File: src/hdl/dfwd_pkg.sv
// Package of shared types and constants for the deauthentication flood detector.
`default_nettype none

package dfwd_pkg;

	localparam int TIME_W     = 32;
	localparam int MAC_W      = 48;
	localparam int REASON_W   = 16;
	localparam int COUNT_W    = 9;
	localparam int THRESH_W   = 9;
	localparam int WIN_S_W    = 16;
	localparam int WIN_MS_W   = 26;
	localparam int CFG_DATA_W = 16;
	localparam int CFG_IDX_W  = 1;
	localparam int MS_PER_S   = 1000;

	localparam logic [THRESH_W-1:0]  THRESH_RESET = 9'd10;
	localparam logic [WIN_MS_W-1:0]  WIN_MS_RESET = 26'd10000;
	localparam logic [COUNT_W-1:0]   COUNT_MAX    = 9'h1FF;

	localparam logic [CFG_IDX_W-1:0] CFG_FLOOD_THRESHOLD = 1'b0;
	localparam logic [CFG_IDX_W-1:0] CFG_WINDOW_SECONDS  = 1'b1;

	typedef enum logic [2:0] {
		ST_IDLE,
		ST_WRITE,
		ST_READ,
		ST_CMP,
		ST_DONE
	} state_t;

	typedef struct packed {
		logic                is_event;
		logic [REASON_W-1:0] reason;
		logic [MAC_W-1:0]    source;
		logic [MAC_W-1:0]    target;
		logic [MAC_W-1:0]    bssid;
		logic [TIME_W-1:0]   now_ms;
	} frame_t;

	typedef struct packed {
		logic                flood_flag;
		logic [COUNT_W-1:0]  window_count;
		logic [REASON_W-1:0] reason;
		logic [MAC_W-1:0]    source;
		logic [MAC_W-1:0]    target;
		logic [MAC_W-1:0]    bssid;
		logic [TIME_W-1:0]   now_ms;
	} alert_t;

	// Sequencer strobes that drive the datapath.
	typedef struct packed {
		logic in_ready;
		logic do_write;
		logic do_cmp;
		logic do_done;
	} seq_ctrl_t;

endpackage

`default_nettype wire

File: src/hdl/dfwd_age_cmp.sv
// Shared age unit: wrap-aware age of one ring entry against the window.
`default_nettype none

module dfwd_age_cmp (
	input  wire logic [dfwd_pkg::TIME_W-1:0]   now_ms,
	input  wire logic [dfwd_pkg::TIME_W-1:0]   entry_ms,
	input  wire logic [dfwd_pkg::WIN_MS_W-1:0] window_ms,
	output logic                               expired
);
	import dfwd_pkg::*;

	logic [TIME_W-1:0] age;

	// Modulo 2^32 difference, so a wrapped timestamp still gives its true age.
	assign age     = now_ms - entry_ms;
	assign expired = age > TIME_W'(window_ms);

endmodule

`default_nettype wire

File: config.mk
export PLATFORM = sky130hd
export DESIGN_NAME = dfwd_age_cmp
export DESIGN_NICKNAME = d
export VERILOG_FILES = /design/src/hdl/dfwd_pkg.sv /design/src/hdl/dfwd_age_cmp.sv
export SDC_FILE = /design/constraint.sdc
export NUM_CORES = 1
export LEC_CHECK = 0
export ABC_AREA = 1
export CAP_MARGIN = 30
export CORE_AREA = 5 5 89 74
export DETAILED_ROUTE_END_ITERATION = 10
export DIE_AREA = 0 0 94 79
export DONT_BUFFER_PORTS = 1
export PLACE_DENSITY = 0.75
export RECOVER_POWER = 25
export SLEW_MARGIN = 0
export SYNTH_ARGS = -nofsm -noshare
export SYNTH_HDL_FRONTEND = slang
export SYNTH_SLANG_ARGS = --single-unit
export TNS_END_PERCENT = 1
File: constraint.sdc
create_clock -name vclk -period 3.1
set_input_delay 0.31 -clock vclk [all_inputs]
set_output_delay 0.31 -clock vclk [all_outputs]
set_load 0.01 [all_outputs]
=== After elaboration in Yosys (flattened, before gate mapping) ===
Index checks and enable logic that the tools add are counted.

* Add/sub/neg operators: 1
* Magnitude comparators: 1

{| class="wikitable"
|+ Operator list
! cell !! number
|-
| 32-bit by 26-bit greater-than comparator with 1-bit output || 1
|-
| 32-bit subtractor || 1
|}

* Register bits: 0
* Logic and storage cells: 2

=== Depth between registers and ports, before layout ===
Gate-level depths: netlist of the first run.

* Word-level depth: 2
* Gate-level depth with buffers: 23

=== Worst setup path after synthesis of the first run ===
No wires, ideal clock.

* Path kind: in2out
* Start: in now_ms[0] in the netlist's numbering
* End: out expired
* Arrival: 2.657 ns
* Required time: 2.790 ns
* Setup slack: 0.133 ns
* Stages on the path: 22
* Path through: inv_1 -> ha_1 -> inv_1 -> fa_1 -> nand3_1 -> nand3_1 -> nand3_1 -> nand3_2 -> nand3_1 -> nand2_1 -> xor2_1 -> ha_1 -> nand2_1 -> nor2_1 -> nand2_1 -> nor3_1 -> nand2_1 -> nand3_1 -> nand2_1 -> a21oi_1 -> nor2_1 -> nand2_1

* Word-level cells in the longest chain between the ends: 2

{| class="wikitable"
|+ RTL lines
! what !! line !! source
|-
| from (decl) || dfwd_age_cmp.sv:5 || <nowiki>input wire logic [dfwd_pkg::TIME_W-1:0] now_ms,</nowiki>
|-
| 32-bit subtractor || dfwd_age_cmp.sv:15 || <nowiki>assign age = now_ms - entry_ms;</nowiki>
|-
| 32-bit by 26-bit greater-than comparator with 1-bit output || dfwd_age_cmp.sv:16 || <nowiki>assign expired = age > TIME_W'(window_ms);</nowiki>
|-
| to (decl) || dfwd_age_cmp.sv:8 || <nowiki>output logic expired</nowiki>
|}

No other way between the ends.

=== Final worst setup path of the first run ===
* Start: in entry_ms[10] in the netlist's numbering
* End: out expired

* Word-level cells in the longest chain between the ends: 2

{| class="wikitable"
|+ RTL lines
! what !! line !! source
|-
| from (decl) || dfwd_age_cmp.sv:6 || <nowiki>input wire logic [dfwd_pkg::TIME_W-1:0] entry_ms,</nowiki>
|-
| 32-bit subtractor || dfwd_age_cmp.sv:15 ||
|-
| 32-bit by 26-bit greater-than comparator with 1-bit output || dfwd_age_cmp.sv:16 ||
|}

No other way between the ends.

==> flow_summary.yaml, run 1 <==
final_layout:
  numSequentialCells: 0
  syn2layout_area_growth_pct: 36.2
  fin_nets: 771
  antennaDiodeCount: 0
  ff_latch_area_um2: 0
  drive_above_1_share: 0.261
  nFillCells: 484
  fin_util: 0.709
  final_cells: 702
  nClkBuffers: 0
placed_design:
  dpl.cell_count: 698
  hpwl_mm: 7.46
  gp_congestion: 0.959
  io_buffers: 0
timing:
  fin_tns_setup_ns: -0.0338
  finalSetupViolCount: 1
  worstMarginPinSlew_ns: 0.301
  rsz0062_at_grt: "true"
  period_share: 1.01
  setup_ws_ns: -0.0338
  slew_violations: 0
  period_needed_ns: 3.13
  slew_headroom: 0.798
  fmax_mhz: 319
  final_hold_viol_count: 0
yosys:
  synth_top_area_share: 0.263
  synth_top_family_by_area: "simple AND/OR/NAND/NOR gates"
  synth.cell_area_um2: 2960
  yosysSeqAreaShare: 0
  ys_warn_count: 0
  synthMuxAreaShare: 0
  avgSynthCellArea_um2: 5.21
  synth_xor_area_frac: 0.0739
  synth_fp_nets: 717
  synth_simple_gate_area_frac: 0.407
  synth-adder-area-share: 0.247
  synth_area_leaders: "nand2_1 (26%), ha_1 (24%), inv_1 (19%), a21oi_1 (5.6%), nor2_1 (5.1%)"
  yosysUniqueCellTypes: 25
  yosys.area.top_type: "nand2_1"
  synthTopCellsByCount: "nand2_1 (208), inv_1 (148), ha_1 (57)"
  netlist_instances: 569
  synth.most_common_cell: "nand2_1"
  synth_compound_area_frac: 0.0844
worst_setup_path:
  critPathMaxFanout: 4
  cp-startpoint: "entry_ms[10]"
  cp_cell_sequence: "inv_1 -> ha_4 -> nand2_4 -> nor2_2 -> and3_1 -> nand2_1 -> nand2_2 -> a21oi_1 -> xnor2_1 -> ha_1 -> nand2_1 -> nor2_2 -> buf_4 -> and2_1 -> nand2_1 -> nand3_1 -> nand2_1 -> a21oi_2 -> nor2_1 -> nand2_1"
  required_ns: 2.79
  cp.arrival_ns: 2.82
  max_stage_delay_ns: 0.31
  endpoint_kind: "output port"
  cp-endpoint: "expired"
  worstSetupPathType: "in2out"
  critPathLaunchType: "primary input"
  cpMaxStageDelayCell: "ha_1"
  cp_common_cell: "nand2_1"
floorplan:
  die_h_um: 79
  pin_count: 91
  die_x_um: 94
  rows: 25
  fp.dieArea_um2: 7430
  coreArea_um2: 5690
  start_util: 0.521
route:
  routedWlPerCell_um: 13.0
  dr_total_vias: 3543
  drt_first_pass_iters: 4
  post-route-drc-count: 0
  vias_per_cell: 5.05
  wirelength_mm: 9.11
  drt_iter0_markers: 270
  ant_nets: 0
power_and_ir_drop:
  ir_drop_mv: 0.102
  p_leak_nw: 2.38
  power_density_nw_per_um2: 226
status:
  violations: "setup timing"
  status: "complete, but fails checks"
grt:
  overflow: 0
  grt_pass1_wl_mm: 13.6
  antenna_found_initial: 0
  grt_max_degree: 6
  grt_use_total: 0.220
  grt_pass1_vias: 3108
hold_path:
  hp-class: "in2out"
job:
  cap_violations: 0
-- cell usage in the layout, fill, tap and decap left out, drive strengths merged --
cell type,n
a21o,2
a21oi,34
a31oi,5
and2,1
and3,3
buf,52
fa,1
ha,57
inv,148
nand2,219
nand3,15
nand3b,3
nand4,1
nor2,45
nor3,4
nor4,1
o21a,1
o21ai,3
o21bai,1
xnor2,10
xor2,15
-- layer usage --
layer	wire length (um)	track usage
met1	4430	0.348
met2	4100	0.342
met3	533	0.0114
met4	43	0.00577
met5	0	0
-- worst min path at each step --
stage | slack, ns | start | cells after the start | to
after CTS | 0.99 | now_ms[31] | 6 | expired
after global placement | 0.98 | now_ms[31] | 6 | expired
after detailed placement | 0.98 | now_ms[31] | 6 | expired
after floorplan | 0.92 | now_ms[31] | 6 | expired
final | 0.98 | now_ms[31] | 6 | expired
after global routing | 1.04 | now_ms[31] | 6 | expired
-- cell families after synthesis --
group / count (synthesis)
adders and majority gates: 58
buffers and inverters: 148
xor gates and xnor gates: 25
and+or+nand+nor: 292
AOI/OAI and AO/OA: 46
-- timing repair --
item	4_1_cts	5_1_grt
gates resized for setup	38	78
hold buffers	0	0
setup buffers	0	4
setup endpoints to repair	1	1
pin swaps	17	25
endpoints found under the hold margin	0	0
-- critical path: cells and delay by family --
| family | cells | cell delay, ns |
|---|---|---|
| xor+xnor | 1 | 0.27 |
| compound gates | 2 | 0.16 |
| fa+ha+maj | 2 | 0.61 |
| simple gates | 13 | 1.29 |
| buf+inv | 2 | 0.17 |
-- per-stage QoR --
stage               area (um^2)  total power [mW]  setup WS, ns  hold WS, ns
floorplan                  2960             0.503         0.133        0.923
finish                     4040             0.911       -0.0338        0.984
global route               4040              1.01        -0.197         1.04
global placement           3430             0.719        -0.164        0.979
CTS                        3640             0.780       -0.0526        0.990
detailed placement         3430             0.735        -0.245        0.983
-- area by class of cell --
type / count / area [um^2] / area share
Tap cell: 81 / 101 / 0.0251
Timing Repair Buffer: 52 / 398 / 0.0985
Multi-Input combinational cell: 421 / 2970 / 0.735
Inverter: 148 / 571 / 0.141
-- report_power, final --
| part | switching [mW] | total [mW] | internal (mW) |
|---|---|---|---|
| Combinational | 0.505 | 0.911 | 0.406 |
| Clock | 0 | 0 | 0 |
| Sequential | 0 | 0 | 0 |
Power figures use the tool's default switching activity.
==> run 2: changes to the inputs <==
--- a/config.mk
+++ b/config.mk
@@ -7,11 +7,11 @@
 export LEC_CHECK = 0
 export ABC_AREA = 1
 export CAP_MARGIN = 30
-export CORE_AREA = 5 5 89 74
+export CORE_AREA = 5 5 85 71
 export DETAILED_ROUTE_END_ITERATION = 10
-export DIE_AREA = 0 0 94 79
+export DIE_AREA = 0 0 90 76
 export DONT_BUFFER_PORTS = 1
-export PLACE_DENSITY = 0.75
+export PLACE_DENSITY = 0.83
 export RECOVER_POWER = 25
 export SLEW_MARGIN = 0
 export SYNTH_ARGS = -nofsm -noshare
==> constraint.sdc (replaced) <==
create_clock -name vclk -period 2.78
set_input_delay 0.278 -clock vclk [all_inputs]
set_output_delay 0.278 -clock vclk [all_outputs]
set_load 0.01 [all_outputs]
==> run 2 against run 1 <==
Net effect:
- the run still ends with setup timing left
- cell area down 4.4%
- setup slack lost 0.34 ns
- combinational power is 7.8% higher
==> flow_summary.yaml, run 2 (synthesis gave the netlist of run 1 again) <==
grt:
  grt_max_degree: 6
  grt_use_total: 0.250
  grt_pass1_wl_mm: 14.9
  overflow: 0
  grt_pass1_vias: 3348
  antenna_found_initial: 0
timing:
  slew_violations: 0
  final_hold_viol_count: 0
  worstMarginPinSlew_ns: 0.359
  setup_ws_ns: -0.372
  fmax_mhz: 317
  fin_tns_setup_ns: -0.372
  finalSetupViolCount: 1
  period_needed_ns: 3.15
  period_share: 1.13
  rsz0062_at_grt: "true"
  slew_headroom: 0.760
floorplan:
  start_util: 0.571
  die_x_um: 90
  die_h_um: 76
  fp.dieArea_um2: 6840
  rows: 24
  pin_count: 91
  coreArea_um2: 5190
final_layout:
  nFillCells: 457
  syn2layout_area_growth_pct: 30.3
  drive_above_1_share: 0.210
  numSequentialCells: 0
  layout_common_cells: "nand2_1 (202), inv_1 (148), buf_4 (79)"
  nClkBuffers: 0
  final_cells: 713
  fin_area_um2: 3860
  final_common_cell: "nand2_1"
  multi_input_area_um2: 2630
  ff_latch_area_um2: 0
  fin_nets: 798
  antennaDiodeCount: 0
clocking:
  ctsHoldBuffers: 0
placed_design:
  dpl.cell_count: 709
  io_buffers: 0
  hpwl_mm: 8.11
  placed_cell_area_um2: 3620
  gp_congestion: 0.972
worst_setup_path:
  endpoint_kind: "output port"
  cp.arrival_ns: 2.87
  required_ns: 2.50
  critPathLaunchType: "primary input"
  critPathMaxFanout: 4
  worstSetupPathType: "in2out"
job:
  cap_violations: 0
route:
  drt_iter0_markers: 247
  vias_per_cell: 5.11
  post-route-drc-count: 0
  dr_total_vias: 3640
  drt_first_pass_iters: 5
  ant_nets: 0
  routedWlPerCell_um: 13.2
  wirelength_mm: 9.39
status:
  status: "complete, but fails checks"
  violations: "setup timing"
hold_path:
  hp-class: "in2out"
power_and_ir_drop:
  power_density_nw_per_um2: 254
  p_leak_nw: 2.47
  ir_drop_mv: 0.146
## run 2: changes by cell type in the layout (fill, tap and decap cells not counted), moves of 3 or more
cell and delta:
nand2_2 -22, inv_2 -3, ha_4 -13, nand2_1 +27, buf_4 +29, ha_1 +11
nor2_4 -4, nand2_4 -5, a31oi_4 -3, nor2_1 +6, inv_1 +5
## run 2: power breakdown
part / switching [mW] / total, mW / internal (mW)
clock: 0 / 0 / 0
combinational: 0.546 / 0.982 / 0.436
sequential: 0 / 0 / 0
## run 2: final cells by class
class	instances	share of cell area
inverter	148	0.144
multi-input combinational	421	0.681
tap	65	0.0211
timing repair buffer	79	0.154
## run 2: metrics by stage
step                      setup slack [ns]  power [mW]   util  hold slack, ns
after floorplan                   0.000696       0.564      -           0.859
after CTS                           -0.322       0.909  0.706           0.927
after global placement              -0.366       0.851  0.697           0.914
after detailed placement            -0.424       0.890  0.697           0.919
final                               -0.372       0.982  0.743           0.919
after global routing                -0.558        1.09  0.743           0.966
## run 2: metal layers
metal | vias up | GRT usage | share of wire
li1 | 1869 | - | -
met1 | 1580 | 0.366 | 0.46
met2 | 174 | 0.397 | 0.43
met3 | 17 | 0.0424 | 0.089
met4 | 0 | 0.0223 | 0.013
met5 | - | 0 | 0
## run 2: critical path, stage by stage
cell and delay, ns:
inv_1 0.08, ha_4 0.21, nand2_1 0.14, inv_1 0.07, buf_4 0.14, and3_1 0.16
nand2_1 0.09, nand2_2 0.10, nand2_1 0.09, nand2_2 0.09, xor2_1 0.17, ha_1 0.30
nand2_1 0.10, nor2_4 0.16, nand2_2 0.08, nor3_2 0.13, nand2_1 0.07, nand3_1 0.06
nand2_1 0.07, a21oi_2 0.13, nor2_1 0.05, nand2_1 0.11
## run 2: path summary, 6_finish.rpt
check	start	to	cells past startpoint
max	entry_ms[5]	expired	22
min	now_ms[31]	expired	6
## run 2: what timing repair did
item | CTS | global route
gates resized for setup | 6 | 31
setup buffers | 2 | 2
setup endpoints to repair | 1 | 1
pin swaps | 2 | 3
==> run 3: changes to the inputs <==
--- a/config.mk
+++ b/config.mk
@@ -11,7 +11,8 @@
 export DETAILED_ROUTE_END_ITERATION = 10
 export DIE_AREA = 0 0 90 76
 export DONT_BUFFER_PORTS = 1
-export PLACE_DENSITY = 0.83
+export MAX_ROUTING_LAYER = met4
+export PLACE_DENSITY = 0.8
 export RECOVER_POWER = 25
 export SLEW_MARGIN = 0
 export SYNTH_ARGS = -nofsm -noshare
==> constraint.sdc (replaced) <==
create_clock -name vclk -period 3.2
set_input_delay 0.32 -clock vclk [all_inputs]
set_output_delay 0.32 -clock vclk [all_outputs]
set_load 0.01 [all_outputs]
==> run 3 against run 2 <==
Net effect:
- the flow still finishes with violations (setup timing)
- hold slack gained 0.099 ns
- critical path depth shrank 2
- die area did not move
- global-route usage is 1.8 points lower
- via count down 3.1%
- sequential share of layout area unchanged
==> flow_summary.yaml, run 3 (synthesis gave the netlist of run 1 again) <==
grt:
  antenna_found_initial: 0
  grt_pass1_wl_mm: 13.5
  grt_pass1_vias: 3006
  grt_max_degree: 6
  grt_use_total: 0.233
  overflow: 0
route:
  drt_iter0_markers: 242
  wirelength_mm: 9.26
  ant_nets: 0
  wl_met2_mm: 4.07
  wl_met1_mm: 4.30
  vias_per_cell: 5.19
  routedWlPerCell_um: 13.6
  post-route-drc-count: 0
  wl_met3_um: 803
  drt_first_pass_iters: 5
  dr_total_vias: 3526
  top_layer: "met4"
status:
  violations: "setup timing"
  status: "complete, but fails checks"
worst_setup_path:
  max_stage_delay_ns: 0.32
  critPathMaxFanout: 4
  cp_common_cell: "nand2_1"
  cp.buffers_inverters: 4
  cp_top_family: "simple AND/OR/NAND/NOR gates"
  worstSetupPathType: "in2out"
  critPathLaunchType: "primary input"
  required_ns: 2.88
  cp_cell_sequence: "inv_1 -> ha_1 -> nand2_2 -> buf_12 -> nor2_4 -> nand2_1 -> nand2_1 -> a31oi_4 -> buf_4 -> xnor2_1 -> ha_1 -> buf_4 -> a21oi_1 -> o21ai_0 -> a21oi_1 -> nand3_2 -> nand2_2 -> a21oi_2 -> nor2_1 -> nand2_1"
  cpMaxStageDelayCell: "ha_1"
  cp.arrival_ns: 2.91
  endpoint_kind: "output port"
floorplan:
  die_x_um: 90
  pin_count: 91
  coreArea_um2: 5190
  start_util: 0.571
  die_h_um: 76
  rows: 24
  fp.dieArea_um2: 6840
final_layout:
  multi_input_area_um2: 2770
  syn2layout_area_growth_pct: 26.9
  nFillCells: 448
  layout_common_cells: "nand2_1 (188), inv_1 (143), buf_4 (44)"
  drive_above_1_share: 0.207
  numSequentialCells: 0
  fin_area_um2: 3760
  final_cells: 679
  antennaDiodeCount: 0
  fin_util: 0.724
  ff_latch_area_um2: 0
  final_common_cell: "nand2_1"
  fin_nets: 764
  nClkBuffers: 0
power_and_ir_drop:
  p_clk_frac: 0
  ir_drop_mv: 0.123
  combPwrFrac: 1.000
  finalPower_mw: 0.820
  seqPwrFrac: 0
  intPower_mw: 0.356
  swShare: 0.566
  p_switching_mw: 0.464
  p_leak_nw: 2.32
  power_density_nw_per_um2: 218
hold_path:
  hp-class: "in2out"
timing:
  slew_violations: 0
  fmax_mhz: 309
  period_needed_ns: 3.23
  finalSetupViolCount: 1
  fin_tns_setup_ns: -0.0324
  period_share: 1.01
  slew_headroom: 0.804
  setup_ws_ns: -0.0324
  worstMarginPinSlew_ns: 0.292
  hold_ws_ns: 1.02
  final_hold_viol_count: 0
  rsz0062_at_grt: "true"
placed_design:
  dpl.cell_count: 672
  dp_slack_ns: -0.151
  placed_cell_area_um2: 3330
  gp_congestion: 0.981
  hpwl_mm: 7.57
  io_buffers: 0
clocking:
  ctsHoldBuffers: 0
job:
  cap_violations: 0
-- run 3: cell types whose count changed in the layout (fill, tap and decap cells not counted), sizes merged --
| cell | delta |
|---|---|
| buf | -34 |
-- run 3: layout make-up --
class	instances	area share
timing repair buffer	45	0.0931
tap	65	0.0216
inverter	148	0.148
multi-input combinational	421	0.737
-- run 3: tightest hold or removal path: cells and delay by family --
family	cells	cell delay (ns)
xor gates and xnor gates	1	0.05
and+or+nand+nor	5	0.32
-- run 3: power groups by stage --
stage | clock, mW | sequential, mW | combinational [mW]
final | 0 | 0 | 0.820
after global routing | 0 | 0 | 0.911
after CTS | 0 | 0 | 0.705
after detailed placement | 0 | 0 | 0.695
after global placement | 0 | 0 | 0.677
after floorplan | 0 | 0 | 0.487
-- run 3: path summary, 6_finish.rpt --
check / start / end / depth (start not counted) / slack (ns)
worst max-delay path: entry_ms[22] / expired / 20 / -0.03
worst min-delay path: now_ms[31] / expired / 6 / 1.02
-- run 3: repair_timing --
item	4_1_cts	5_1_grt
pin swaps	2	27
resized for setup	6	64
hold endpoints to repair	0	0
endpoints found under the setup margin	1	1
cloned	0	0
setup buffers	0	7
-- run 3: metal layers --
layer | global-route usage | vias to the layer above
met5 | - | -
met4 | 0.00744 | 0
met3 | 0.0158 | 8
met2 | 0.338 | 171
met1 | 0.366 | 1543
li1 | - | 1804
